[src/rtl/core/nts_pkg.sv]
package nts_pkg;

    localparam int MAX_NUM_DIGITS = 16;
    localparam int DIG_AW         = $clog2(MAX_NUM_DIGITS);
    localparam int CNT_W          = $clog2(MAX_NUM_DIGITS + 1);

    localparam logic [1:0] KIND_TOKEN = 2'd0;
    localparam logic [1:0] KIND_END   = 2'd1;
    localparam logic [1:0] KIND_ERROR = 2'd2;

    localparam logic [2:0] CLS_IDENT = 3'd0;
    localparam logic [2:0] CLS_NUM   = 3'd1;
    localparam logic [2:0] CLS_BIN   = 3'd2;
    localparam logic [2:0] CLS_PUNCT = 3'd3;
    localparam logic [2:0] CLS_OPS   = 3'd4;

    localparam logic [1:0] SRC_NONE  = 2'd0;
    localparam logic [1:0] SRC_PORT  = 2'd1;
    localparam logic [1:0] SRC_SAVED = 2'd2;
    localparam logic [1:0] SRC_DIGIT = 2'd3;

    localparam logic [7:0] CH_TAB    = 8'h09;
    localparam logic [7:0] CH_CR     = 8'h0D;
    localparam logic [7:0] CH_SPACE  = 8'h20;
    localparam logic [7:0] CH_HASH   = 8'h23;
    localparam logic [7:0] CH_AMP    = 8'h26;
    localparam logic [7:0] CH_APOS   = 8'h27;
    localparam logic [7:0] CH_LPAREN = 8'h28;
    localparam logic [7:0] CH_RPAREN = 8'h29;
    localparam logic [7:0] CH_COMMA  = 8'h2C;
    localparam logic [7:0] CH_DOT    = 8'h2E;
    localparam logic [7:0] CH_ZERO   = 8'h30;
    localparam logic [7:0] CH_NINE   = 8'h39;
    localparam logic [7:0] CH_COLON  = 8'h3A;
    localparam logic [7:0] CH_SEMI   = 8'h3B;
    localparam logic [7:0] CH_EQUAL  = 8'h3D;
    localparam logic [7:0] CH_UP_A   = 8'h41;
    localparam logic [7:0] CH_UP_Z   = 8'h5A;
    localparam logic [7:0] CH_LBRACK = 8'h5B;
    localparam logic [7:0] CH_RBRACK = 8'h5D;
    localparam logic [7:0] CH_CARET  = 8'h5E;
    localparam logic [7:0] CH_UNDER  = 8'h5F;
    localparam logic [7:0] CH_LO_A   = 8'h61;
    localparam logic [7:0] CH_LO_B   = 8'h62;
    localparam logic [7:0] CH_LO_Z   = 8'h7A;
    localparam logic [7:0] CH_BAR    = 8'h7C;
    localparam logic [7:0] CH_TILDE  = 8'h7E;

    localparam logic [3:0] DIGIT_HI = 4'h3;

    typedef struct packed {
        logic eoi;
        logic digit;
        logic alpha;
        logic under;
        logic space;
        logic op;
        logic punct;
        logic apos;
        logic bee;
    } char_flags_t;

    typedef struct packed {
        char_flags_t in_flags;
        char_flags_t saved_flags;
        logic        count_full;
        logic        flush_last;
        logic        out_free;
    } nts_status_t;

    typedef struct packed {
        logic       save_in;
        logic       dig_wr;
        logic       cnt_clr;
        logic       rd_first;
        logic       rd_next;
        logic       out_load;
        logic [1:0] out_kind;
        logic [1:0] out_src;
        logic       out_start;
        logic [2:0] out_class;
        logic       out_last;
    } nts_cmd_t;

endpackage

[src/rtl/core/nts_ram.sv]
module nts_ram #(
    parameter int WIDTH = 4,
    parameter int DEPTH = 16
) (
    input  logic                     clk,
    input  logic                     wr_en,
    input  logic [$clog2(DEPTH)-1:0] wr_addr,
    input  logic [WIDTH-1:0]         wr_data,
    input  logic                     rd_en,
    input  logic [$clog2(DEPTH)-1:0] rd_addr,
    output logic [WIDTH-1:0]         rd_data
);

    logic [WIDTH-1:0] mem [DEPTH];
    logic [WIDTH-1:0] rd_data_reg;

    always_ff @(posedge clk)
    begin
        if (wr_en)
        begin
            mem[wr_addr] <= wr_data;
        end
        if (rd_en)
        begin
            rd_data_reg <= mem[rd_addr];
        end
    end

    assign rd_data = rd_data_reg;

endmodule

[src/rtl/core/nts_dpath.sv]
module nts_dpath (
    input  logic                clk,
    input  logic                rst_n,
    input  logic [7:0]          char_in,
    input  logic                end_of_input,
    input  logic                result_stall,
    input  nts_pkg::nts_cmd_t   cmd,
    output nts_pkg::nts_status_t st,
    output logic                result_valid,
    output logic [1:0]          result_kind,
    output logic [7:0]          token_char,
    output logic                token_start,
    output logic [2:0]          token_class,
    output logic                last_of_run
);

    import nts_pkg::*;

    function automatic char_flags_t classify(input logic [7:0] c, input logic e);
        char_flags_t f;
        f.eoi   = e;
        f.digit = !e && (c >= CH_ZERO) && (c <= CH_NINE);
        f.alpha = !e && (((c >= CH_UP_A) && (c <= CH_UP_Z)) ||
                         ((c >= CH_LO_A) && (c <= CH_LO_Z)));
        f.under = !e && (c == CH_UNDER);
        f.space = !e && ((c == CH_SPACE) || ((c >= CH_TAB) && (c <= CH_CR)));
        f.op    = !e && ((c == CH_AMP) || (c == CH_BAR) || (c == CH_CARET) ||
                         (c == CH_TILDE));
        f.punct = !e && ((c == CH_COMMA) || (c == CH_SEMI) || (c == CH_COLON) ||
                         (c == CH_LPAREN) || (c == CH_RPAREN) || (c == CH_EQUAL) ||
                         (c == CH_LBRACK) || (c == CH_RBRACK) || (c == CH_HASH) ||
                         (c == CH_DOT));
        f.apos  = !e && (c == CH_APOS);
        f.bee   = !e && (c == CH_LO_B);
        return f;
    endfunction

    logic [7:0]        char_reg;
    logic              eoi_reg;
    logic [CNT_W-1:0]  count_reg;
    logic [CNT_W-1:0]  count_next;
    logic [DIG_AW-1:0] idx_reg;
    logic [DIG_AW-1:0] idx_next;
    logic [DIG_AW-1:0] rd_addr;
    logic              rd_en;
    logic [3:0]        rd_data;

    logic              valid_reg;
    logic [1:0]        kind_reg;
    logic [7:0]        char_out_reg;
    logic              start_reg;
    logic [2:0]        class_reg;
    logic              last_reg;
    logic [7:0]        char_sel;
    logic              start_sel;

    assign rd_en   = cmd.rd_first || cmd.rd_next;
    assign rd_addr = cmd.rd_first ? '0 : idx_reg + DIG_AW'(1);

    nts_ram #(
        .WIDTH (4),
        .DEPTH (MAX_NUM_DIGITS)
    ) u_digits (
        .clk     (clk),
        .wr_en   (cmd.dig_wr),
        .wr_addr (count_reg[DIG_AW-1:0]),
        .wr_data (char_in[3:0]),
        .rd_en   (rd_en),
        .rd_addr (rd_addr),
        .rd_data (rd_data)
    );

    always_comb
    begin
        count_next = count_reg;
        if (cmd.cnt_clr)
        begin
            count_next = '0;
        end
        else if (cmd.dig_wr)
        begin
            count_next = count_reg + CNT_W'(1);
        end
        idx_next = idx_reg;
        if (cmd.rd_first)
        begin
            idx_next = '0;
        end
        else if (cmd.rd_next)
        begin
            idx_next = idx_reg + DIG_AW'(1);
        end
    end

    always_comb
    begin
        unique case (cmd.out_src)
            SRC_PORT:  char_sel = char_in;
            SRC_SAVED: char_sel = char_reg;
            SRC_DIGIT: char_sel = {DIGIT_HI, rd_data};
            default:   char_sel = '0;
        endcase
        start_sel = (cmd.out_src == SRC_DIGIT) ? (idx_reg == '0) : cmd.out_start;
    end

    always_ff @(posedge clk or negedge rst_n)
    begin
        if (!rst_n)
        begin
            count_reg <= '0;
            idx_reg   <= '0;
            valid_reg <= 1'b0;
        end
        else
        begin
            count_reg <= count_next;
            idx_reg   <= idx_next;
            if (cmd.out_load)
            begin
                valid_reg <= 1'b1;
            end
            else if (!result_stall)
            begin
                valid_reg <= 1'b0;
            end
        end
    end

    always_ff @(posedge clk)
    begin
        if (cmd.save_in)
        begin
            char_reg <= char_in;
            eoi_reg  <= end_of_input;
        end
        if (cmd.out_load)
        begin
            kind_reg     <= cmd.out_kind;
            char_out_reg <= char_sel;
            start_reg    <= start_sel;
            class_reg    <= cmd.out_class;
            last_reg     <= cmd.out_last;
        end
    end

    assign st.in_flags    = classify(char_in, end_of_input);
    assign st.saved_flags = classify(char_reg, eoi_reg);
    assign st.count_full  = (count_reg >= CNT_W'(MAX_NUM_DIGITS));
    assign st.flush_last  = ((CNT_W'(idx_reg) + CNT_W'(1)) == count_reg);
    assign st.out_free    = !valid_reg || !result_stall;

    assign result_valid = valid_reg;
    assign result_kind  = kind_reg;
    assign token_char   = char_out_reg;
    assign token_start  = start_reg;
    assign token_class  = class_reg;
    assign last_of_run  = last_reg;

endmodule

[src/rtl/core/nts_ctrl.sv]
module nts_ctrl (
    input  logic                 clk,
    input  logic                 rst_n,
    input  logic                 item_valid,
    input  nts_pkg::nts_status_t st,
    output nts_pkg::nts_cmd_t    cmd,
    output logic                 item_stall
);

    import nts_pkg::*;

    localparam logic [1:0] S_RUN  = 2'd0;
    localparam logic [1:0] S_FWR  = 2'd1;
    localparam logic [1:0] S_TAIL = 2'd2;

    localparam logic [2:0] M_IDLE  = 3'd0;
    localparam logic [2:0] M_IDENT = 3'd1;
    localparam logic [2:0] M_NUM   = 3'd2;
    localparam logic [2:0] M_OPS   = 3'd3;
    localparam logic [2:0] M_APOS  = 3'd4;
    localparam logic [2:0] M_BTICK = 3'd5;
    localparam logic [2:0] M_ERR   = 3'd6;

    typedef struct packed {
        logic       emit;
        logic [1:0] kind;
        logic       start;
        logic [2:0] cls;
        logic [2:0] mode;
        logic       dig_wr;
        logic       cnt_clr;
    } idle_act_t;

    // handling of a character seen between tokens
    function automatic idle_act_t idle_action(input char_flags_t f);
        idle_act_t a;
        a = '0;
        a.kind = KIND_TOKEN;
        a.mode = M_IDLE;
        priority if (f.eoi)
        begin
            a.emit    = 1'b1;
            a.kind    = KIND_END;
            a.cnt_clr = 1'b1;
        end
        else if (f.space)
        begin
            a.emit = 1'b0;
        end
        else if (f.digit)
        begin
            a.dig_wr = 1'b1;
            a.mode   = M_NUM;
        end
        else if (f.alpha || f.under)
        begin
            a.emit  = 1'b1;
            a.start = 1'b1;
            a.cls   = CLS_IDENT;
            a.mode  = M_IDENT;
        end
        else if (f.punct)
        begin
            a.emit  = 1'b1;
            a.start = 1'b1;
            a.cls   = CLS_PUNCT;
        end
        else if (f.op)
        begin
            a.emit  = 1'b1;
            a.start = 1'b1;
            a.cls   = CLS_OPS;
            a.mode  = M_OPS;
        end
        else
        begin
            a.emit    = 1'b1;
            a.kind    = KIND_ERROR;
            a.cnt_clr = 1'b1;
            a.mode    = M_ERR;
        end
        return a;
    endfunction

    logic [1:0] state_reg;
    logic [1:0] state_next;
    logic [2:0] mode_reg;
    logic [2:0] mode_next;
    idle_act_t  act;
    logic       act_saved;
    logic       take_idle;
    logic       go_error;
    logic       emit_char;
    logic [2:0] emit_class;
    logic       accept;
    logic       tail_emits;
    char_flags_t fi;

    assign fi         = st.in_flags;
    assign item_stall = (state_reg != S_RUN) || !st.out_free;
    assign accept     = item_valid && !item_stall;
    assign tail_emits = st.saved_flags.eoi || !st.saved_flags.space;
    assign act_saved  = (state_reg == S_TAIL);
    assign act        = idle_action(act_saved ? st.saved_flags : st.in_flags);

    always_comb
    begin
        cmd        = '0;
        state_next = state_reg;
        mode_next  = mode_reg;
        take_idle  = 1'b0;
        go_error   = 1'b0;
        emit_char  = 1'b0;
        emit_class = CLS_IDENT;

        unique case (state_reg)
            S_RUN:
            begin
                if (accept)
                begin
                    unique case (mode_reg)
                        M_ERR:
                        begin
                            go_error = 1'b1;
                        end
                        M_NUM:
                        begin
                            if (fi.apos)
                            begin
                                mode_next = M_APOS;
                            end
                            else if (fi.digit)
                            begin
                                if (st.count_full)
                                begin
                                    go_error = 1'b1;
                                end
                                else
                                begin
                                    cmd.dig_wr = 1'b1;
                                end
                            end
                            else
                            begin
                                cmd.save_in  = 1'b1;
                                cmd.rd_first = 1'b1;
                                mode_next    = M_IDLE;
                                state_next   = S_FWR;
                            end
                        end
                        M_APOS:
                        begin
                            if (fi.bee)
                            begin
                                mode_next = M_BTICK;
                            end
                            else
                            begin
                                go_error = 1'b1;
                            end
                        end
                        M_BTICK:
                        begin
                            if (fi.digit)
                            begin
                                cmd.cnt_clr   = 1'b1;
                                emit_char     = 1'b1;
                                emit_class    = CLS_BIN;
                                cmd.out_start = 1'b1;
                                mode_next     = M_IDLE;
                            end
                            else
                            begin
                                go_error = 1'b1;
                            end
                        end
                        M_IDENT:
                        begin
                            if (fi.alpha || fi.digit || fi.under)
                            begin
                                emit_char  = 1'b1;
                                emit_class = CLS_IDENT;
                            end
                            else
                            begin
                                take_idle = 1'b1;
                            end
                        end
                        M_OPS:
                        begin
                            if (fi.op)
                            begin
                                emit_char  = 1'b1;
                                emit_class = CLS_OPS;
                            end
                            else
                            begin
                                take_idle = 1'b1;
                            end
                        end
                        default:
                        begin
                            take_idle = 1'b1;
                        end
                    endcase
                end
            end
            S_FWR:
            begin
                if (st.out_free)
                begin
                    cmd.out_load  = 1'b1;
                    cmd.out_kind  = KIND_TOKEN;
                    cmd.out_src   = SRC_DIGIT;
                    cmd.out_class = CLS_NUM;
                    cmd.out_last  = st.flush_last && !tail_emits;
                    if (st.flush_last)
                    begin
                        cmd.cnt_clr = 1'b1;
                        state_next  = tail_emits ? S_TAIL : S_RUN;
                    end
                    else
                    begin
                        cmd.rd_next = 1'b1;
                    end
                end
            end
            S_TAIL:
            begin
                if (st.out_free)
                begin
                    take_idle  = 1'b1;
                    state_next = S_RUN;
                end
            end
            default:
            begin
                state_next = S_RUN;
            end
        endcase

        if (take_idle)
        begin
            cmd.out_load  = act.emit;
            cmd.out_kind  = act.kind;
            cmd.out_src   = (act.kind != KIND_TOKEN) ? SRC_NONE :
                            (act_saved ? SRC_SAVED : SRC_PORT);
            cmd.out_start = act.start;
            cmd.out_class = act.cls;
            cmd.out_last  = 1'b1;
            cmd.dig_wr    = act.dig_wr && !act_saved;
            cmd.cnt_clr   = act.cnt_clr;
            mode_next     = act.mode;
        end

        if (emit_char)
        begin
            cmd.out_load  = 1'b1;
            cmd.out_kind  = KIND_TOKEN;
            cmd.out_src   = SRC_PORT;
            cmd.out_class = emit_class;
            cmd.out_last  = 1'b1;
        end

        if (go_error)
        begin
            cmd.out_load  = 1'b1;
            cmd.out_kind  = KIND_ERROR;
            cmd.out_src   = SRC_NONE;
            cmd.out_start = 1'b0;
            cmd.out_class = CLS_IDENT;
            cmd.out_last  = 1'b1;
            cmd.cnt_clr   = 1'b1;
            mode_next     = M_ERR;
        end
    end

    always_ff @(posedge clk or negedge rst_n)
    begin
        if (!rst_n)
        begin
            state_reg <= S_RUN;
            mode_reg  <= M_IDLE;
        end
        else
        begin
            state_reg <= state_next;
            mode_reg  <= mode_next;
        end
    end

endmodule

[src/rtl/core/netlist_token_scanner_unit.sv]
// Each result is registered; a result that a word gives directly appears in the cycle
// after the word is accepted. One word per cycle is taken while each word gives at most
// one result and result_stall is low. A number ending reads its n held digits from the
// digit RAM and flushes them one per cycle, holding on result_stall, then any closing result.
// Reset (rst_n, async, active low) returns to between tokens with no held digits
// and no pending result; the digit RAM itself is not cleared.
module netlist_token_scanner_unit (
    input  logic       clk,
    input  logic       rst_n,
    input  logic       item_valid,
    output logic       item_stall,
    input  logic [7:0] char_in,
    input  logic       end_of_input,
    output logic       result_valid,
    input  logic       result_stall,
    output logic [1:0] result_kind,
    output logic [7:0] token_char,
    output logic       token_start,
    output logic [2:0] token_class,
    output logic       last_of_run
);

    import nts_pkg::*;

    nts_cmd_t    cmd;
    nts_status_t st;

    nts_ctrl u_ctrl (
        .clk        (clk),
        .rst_n      (rst_n),
        .item_valid (item_valid),
        .st         (st),
        .cmd        (cmd),
        .item_stall (item_stall)
    );

    nts_dpath u_dpath (
        .clk          (clk),
        .rst_n        (rst_n),
        .char_in      (char_in),
        .end_of_input (end_of_input),
        .result_stall (result_stall),
        .cmd          (cmd),
        .st           (st),
        .result_valid (result_valid),
        .result_kind  (result_kind),
        .token_char   (token_char),
        .token_start  (token_start),
        .token_class  (token_class),
        .last_of_run  (last_of_run)
    );

endmodule

[config.mk]
export PLATFORM = sky130hd
export DESIGN_NAME = netlist_token_scanner_unit
export DESIGN_NICKNAME = d
export VERILOG_FILES = /design/src/rtl/core/nts_pkg.sv /design/src/rtl/core/nts_ram.sv /design/src/rtl/core/nts_dpath.sv /design/src/rtl/core/nts_ctrl.sv /design/src/rtl/core/netlist_token_scanner_unit.sv
export SDC_FILE = /design/constraint.sdc
export NUM_CORES = 1
export LEC_CHECK = 0
export ABC_AREA = 1
export BUFFER_PORTS_ARGS = -buffer_cell sky130_fd_sc_hd__buf_2
export CAP_MARGIN = 40
export CORE_ASPECT_RATIO = 1.1
export CORE_MARGIN = 4
export CORE_UTILIZATION = 50
export DETAILED_ROUTE_END_ITERATION = 12
export GPL_TIMING_DRIVEN = 1
export HOLD_SLACK_MARGIN = 0.15
export PLACE_DENSITY = 0.69
export SYNTH_ARGS = -nofsm -noshare
export SYNTH_HDL_FRONTEND = slang
export SYNTH_SLANG_ARGS = --single-unit
[constraint.sdc]
create_clock -name clk -period 2.1 [get_ports clk]
set_input_delay 0.315 -clock clk [delete_from_list [all_inputs] [get_ports clk]]
set_output_delay 0.315 -clock clk [all_outputs]
set_load 0.01 [all_outputs]
==> metrics.cfg, run 1 <==
[setup_path]
critPathSlowestCell = edfxtp_1
path_delay_family = simple AND/OR/NAND/NOR gates
cp_max_fo = 6
worst_setup_path_start_kind = register
path_buf_inv = 2
crit_start = u_dpath.char_reg[1]
rr_startpoint = u_dpath.char_reg[1]
cp-end-kind = register
crit_type = register to register
required_ns = 2.20
crit_arrival_ns = 2.22
path_cells = buf_4, o211ai_1, o21ai_1, nand2_1, nand2_2, nor2_4, nand3_4, nand3_4, buf_6, o21a_1, nand2_1
critPathMaxStageDelay_ns = 0.50

[floorplanning]
die_x_um = 111
dieArea_um2 = 13400
num_io_pins = 30
core_area_um2 = 11100
rows = 40
initial_utilization_pct = 52.1
die_h_um = 121

[yosys]
synth_area_per_cell_um2 = 8.81
synth_enable_flop_cells = 92
ys_ff_latch = 107
yosysUniqueCellTypes = 38
synthArstFlopShare_pct = 14.0
synth_top_area_cell = edfxtp_1
syn_inst = 657
syn_nets = 676
yosysWarnings = 0
seq_area_frac_synth_pct = 54.2
netlist_top_cells_area = edfxtp_1 48%, nand2_1 10%, nor2_1 6.7%, dfrtp_1 6.5%, nand3_1 5.6%
synth_area_um2 = 5790
synth_ff_type = edfxtp_1
synth.top_cell.area_share_pct = 47.7

[power]
p_leak_nw = 3.18
p_clk_share_pct = 19.0
p_seq_share_pct = 31.9
swShare_pct = 41.4
power.total_mw = 9.28
p_switching_mw = 3.84
ir_drop_mv = 0.624
combPwrFrac_pct = 49.1
intPower_mw = 5.44
p_per_area_nw_per_um2 = 1270

[global_routing]
grt_max_degree = 34
grt_usage_pct = 21.4
grt_overflow_total = 0
antenna_found_initial = 2
use_met1_pct = 25.5
grt_pass1_vias = 4794
use_met3_pct = 4.44
gr-usage-met2_pct = 38.1
grt_pass1_wl_um = 22900
grt-busiest-layer = met2

[clock_tree]
cts.sinks = 107
cts_tree = yes
cts.path.max_buffers = 2
root_buffer = clkbuf_16
cts_made_buffers = 9
htree_levels = 3
cts.reportedPaths.clkPinSlew_ns = 0.08
insertion_delay_ns = 0.35

[sta]
slew_violations = 0
tns_ns = -0.0444
rsz0062_at_grt = true
layout_setup_ws_ns = -0.0198
fin_crit_ns = 2.12
setup_violations = 3
skew_ns = 0.0114
finalHoldViolations = 0
max_freq_ghz = 0.472
period_share_pct = 101

[drt]
final_antenna_net_count = 0
vias_per_cell = 5.45
wl_um = 14800
dr_total_vias = 5027
avgRoutedWirePerCell_um = 16.1
drcViolationCount = 0
dr.pass1.iters = 5
drt_iter0_drc = 362

[cells_and_area]
area_growth_pct = 26.7
multi_input_area_um2 = 2520
drive_above_1_share_pct = 31.2
seq_area_um2 = 3140
nets = 789
antenna_cells = 0
largest_register_ffs = 64
fill_cells = 877

[place]
port_buffers = 29
post-dp-hpwl_um = 10500
gp_congestion = 0.976

[status]
status = finished, violations left
violations = setup timing

[run]
max_cap_viol_count = 0

[min_path]
hold_class = input pin to register
min_from = char_in[7]

-- through the flow --
step           setup WS, ns  hold slack (ns)  std cells  instance area, um^2  util, %
6_report            -0.0198            0.204        922                 7330     66.0
3_5_place_dp         -0.157            0.247        886                 6560     59.0
4_1_cts             -0.0118            0.189        904                 6920     62.3
5_1_grt             -0.0868            0.196        922                 7330     66.0
2_1_floorplan        0.0257           0.0194        657                 5790        -
3_3_place_gp         -0.131            0.241        886                 6560     59.0
-- worst paths after layout --
kind | end | slack [ns] | cells past startpoint
worst max-delay path | u_dpath.token_char[2] | -0.02 | 11
worst min-delay path | u_dpath.char_reg[7] | 0.20 | 1
worst max register to register | u_dpath.token_char[2] | -0.02 | 11
worst min register to register | u_ctrl.mode_reg[1] | 0.56 | 2
max in group asynchronous | u_ctrl.mode_reg[1] | 1.41 | 2
min in group asynchronous | u_dpath.count_reg[1] | 0.41 | 2
-- cell usage after synthesis, types with 8 or more instances --
cell        n
nand3_1    65
nand2_2     8
dfrtp_1    15
nor2_2      8
nand4_1    10
inv_1      54
o21ai_0    28
o211ai_1   15
nand2_1   158
o21ai_1    14
a21oi_1     9
edfxtp_1   92
inv_2      13
nor2_1    103
-- logic make-up (layout without fill, tap and decap cells) --
| kind of cell | count (synthesis) | after routing | synth area share, % |
|---|---|---|---|
| flip-flops | 107 | 107 | 54.2 |
| other | 1 | 1 | 0.0648 |
| AND/OR/NAND/NOR | 373 | 373 | 28.8 |
| XOR/XNOR | 7 | 7 | 1.06 |
| adder cells (fa/ha/maj) | 6 | 6 | 1.30 |
| buffers and inverters | 88 | 206 | 6.79 |
| AO/OA/AOI/OAI | 75 | 75 | 7.76 |
-- per-layer routing --
metal | share of wire, % | up-vias
met5 | 0.13 | -
met4 | 2.4 | 4
met3 | 6.8 | 34
met2 | 50 | 185
met1 | 40 | 2379
li1 | - | 2425
-- power groups by stage --
stage | logic, mW | clock network (mW) | registers [mW]
after global routing | 5.01 | 1.88 | 2.99
after global placement | 4.08 | 0 | 2.99
final | 4.56 | 1.77 | 2.96
after floorplan | 2.67 | 0 | 3.05
after CTS | 4.19 | 1.79 | 2.95
after detailed placement | 4.17 | 0 | 2.99
-- what timing repair did --
action / in CTS / in global routing
setup endpoints to repair: 32 / 97
gates resized for setup: 10 / 82
pin swaps: 1 / 30
hold buffers: 1 / 0
buffers inserted: 1 / 18
hold endpoints to repair: 15 / 0
-- placed cells by master (no fill, tap or decap), types with 2 or more instances in the layout --
cell type / instances
inv_12: 2
clkinv_8: 2
edfxtp_1: 92
nand2_1: 138
buf_6: 5
xor2_1: 5
nand3_1: 61
nand2_4: 9
nor3_1: 5
a21oi_1: 7
o21ai_0: 24
o211ai_2: 2
nand3_2: 8
buf_4: 78
buf_2: 29
clkbuf_16: 9
nand4_1: 10
a21oi_2: 2
inv_2: 19
nor2_1: 78
inv_4: 2
nand2_2: 23
nor2_4: 13
clkinv_1: 3
inv_1: 48
o21ai_1: 18
nor2_2: 22
nand3_4: 3
o21a_1: 4
inv_8: 2
dfrtp_1: 14
o211ai_1: 15
buf_12: 4
xnor2_1: 2
ha_1: 4
-- area by class of cell --
class                      instances  area share (%)
multi-input combinational        462            34.4
clock buffer                       9            3.07
timing repair buffer             118            12.2
clock inverter                     7            1.31
tap                              147            2.51
sequential                       107            42.8
inverter                          72            3.75
(Power assumes the default switching activity.)
==> inputs of run 2 (changes only) <==
--- a/config.mk
+++ b/config.mk
@@ -8,7 +8,6 @@
 export ABC_AREA = 1
 export BUFFER_PORTS_ARGS = -buffer_cell sky130_fd_sc_hd__buf_2
 export CAP_MARGIN = 40
-export CORE_ASPECT_RATIO = 1.1
 export CORE_MARGIN = 4
 export CORE_UTILIZATION = 50
 export DETAILED_ROUTE_END_ITERATION = 12
==> constraint.sdc (replaced) <==
create_clock -name clk -period 2.1 [get_ports clk]
set_input_delay 0.21 -clock clk [delete_from_list [all_inputs] [get_ports clk]]
set_output_delay 0.21 -clock clk [all_outputs]
set_load 0.01 [all_outputs]
==> run 2 against run 1 <==
Effect of this change:
- the flow still finishes with violations (setup timing)
- clock-buffer cell count rose by 1
- highest routed layer unchanged
- clock power fell by 5%
- largest cell class unchanged
- critical path depth rose by 2
- sequential share of layout area rose by 0.13 points
- hold slack improved by 0.023 ns
- critical path type unchanged
==> metrics.cfg, run 2 (synthesis gave the netlist of run 1 again) <==
[sta]
layout_setup_ws_ns = -0.00706
fin_crit_ns = 2.11
finalHoldViolations = 0
slew_violations = 0
max_freq_ghz = 0.475
rsz0062_at_grt = true
setup_violations = 10
skew_ns = 0.00921
period_share_pct = 100
tns_ns = -0.0322

[global_routing]
grt_usage_pct = 22.5
grt_overflow_total = 0
antenna_found_initial = 1
grt_pass1_vias = 4775
grt_max_degree = 34
grt_pass1_wl_um = 23000

[setup_path]
rr_worst_depth = 13
cp-end-kind = register
path_delay_family = simple AND/OR/NAND/NOR gates
crit_type = register to register
required_ns = 2.18
critPathMaxStageDelay_ns = 0.41
cpMostUsedCell = nor2_2
cp.depth = 13
crit_arrival_ns = 2.19
critPathSlowestCell = dfrtp_1
worst_setup_path_start_kind = register
r2r_end = u_dpath.u_digits.mem[6][0]
cp_max_fo = 5
endpoint = u_dpath.u_digits.mem[6][0]
crit_start = u_ctrl.mode_reg[0]
rr_startpoint = u_ctrl.mode_reg[0]
path_buf_inv = 3
path_cells = inv_1, nor2_2, inv_1, nor2_2, nand3_1, nand2_1, nand2_2, nand2_4, nand2_1, nand2_4, nand2_2, nor2_2, buf_4
regToRegSetupSlack_ns = -0.007

[status]
violations = setup timing
status = finished, violations left

[floorplanning]
rows = 39
initial_utilization_pct = 50.9
core_area_um2 = 11400
num_io_pins = 30
die_x_um = 116
dieArea_um2 = 13400
die_h_um = 116

[drt]
drt_iter0_drc = 466
vias_per_cell = 5.54
avgRoutedWirePerCell_um = 16.9
wl_met2_um = 7730
wl_met1_um = 6210
wl_met3_um = 973
wl_um = 15400
dr.pass1.iters = 5
dr.max_layer_used = met5
dr_total_vias = 5045
drcViolationCount = 0
final_antenna_net_count = 0

[power]
ir_drop_mv = 1.22
p_switching_mw = 3.98
swShare_pct = 41.4
p_leak_nw = 3.14
p_seq_share_pct = 30.8
p_clk_share_pct = 17.5
intPower_mw = 5.63
p_per_area_nw_per_um2 = 1310
combPwrFrac_pct = 51.7

[clock_tree]
cts_tree = yes
cts.path.max_buffers = 2
root_buffer = clkbuf_16
insertion_delay_ns = 0.36
htree_levels = 3
cts.sinks = 107
cts.reportedPaths.clkPinSlew_ns = 0.08
cts_made_buffers = 9

[cells_and_area]
area_growth_pct = 26.3
fin_area_um2 = 7310
nets = 781
final_cell_mix = 145 x nand2_1, 92 x edfxtp_1, 79 x nor2_1
final_common_cell = nand2_1
drive_above_1_share_pct = 28.8
antenna_cells = 0
largest_register_ffs = 64

[run]
max_cap_viol_count = 0

[place]
post-dp-hpwl_um = 10600
gp_congestion = 0.970
port_buffers = 29
dpl_cell_area_um2 = 6480
place_ws_ns = -0.114

[min_path]
hold_class = input pin to register

## run 2: area by class of cell
cell class | instances | area [um^2]
fillers | 904 | 4060
clock inverters | 6 | 65.1
clock buffers | 10 | 229
well taps | 143 | 179
repair buffers | 110 | 891
flip-flops and latches | 107 | 3140
inverters | 72 | 280
multi-input cells | 462 | 2530
## run 2: power groups by stage
stage / registers, mW / logic [mW] / clock network [mW]
3_3_place_gp: 2.99 / 4.08 / 0
4_1_cts: 2.96 / 4.20 / 1.71
5_1_grt: 3.00 / 5.40 / 1.81
2_1_floorplan: 3.05 / 2.67 / 0
3_5_place_dp: 3.00 / 4.17 / 0
6_report: 2.96 / 4.97 / 1.68
## run 2: metrics by stage
stage               cells  utilization, %  total power, mW  hold WS, ns
floorplan             657               -             5.71      -0.0856
global placement      871            57.0             7.07        0.133
detailed placement    871            57.0             7.17        0.135
CTS                   892            60.2             8.87        0.213
global route          910            64.3             10.2        0.228
finish                910            64.3             9.61        0.228
## run 2: layer usage
metal | track usage (%) | vias up
met3 | 4.54 | 52
met1 | 27.4 | 2355
met5 | 0 | -
met2 | 37.7 | 221
li1 | - | 2415
met4 | 11.8 | 2
## run 2: worst min path at each step
| stage | from | cells past startpoint | to | slack (ns) |
|---|---|---|---|---|
| after floorplan | rst_n | 0 | u_ctrl.mode_reg[0] | -0.09 |
| after global placement | rst_n | 1 | u_dpath.result_valid | 0.13 |
| after detailed placement | rst_n | 1 | u_dpath.result_valid | 0.14 |
| after CTS | char_in[4] | 2 | u_dpath.char_reg[4] | 0.21 |
| after global routing | char_in[6] | 3 | u_dpath.token_char[6] | 0.23 |
| final | char_in[6] | 3 | u_dpath.token_char[6] | 0.23 |
## run 2: what timing repair did
item	in CTS	in global routing
setup buffers	0	16
endpoints found under the setup margin	22	99
gates resized for setup	5	78
endpoints found under the hold margin	19	0
pin swaps	0	23
cloned	0	2
hold buffers	5	0
## run 2: tightest hold or removal path, cell delays in order
cell     delay, ns
buf_2         0.14
nand3_2       0.08
nand2_1       0.05
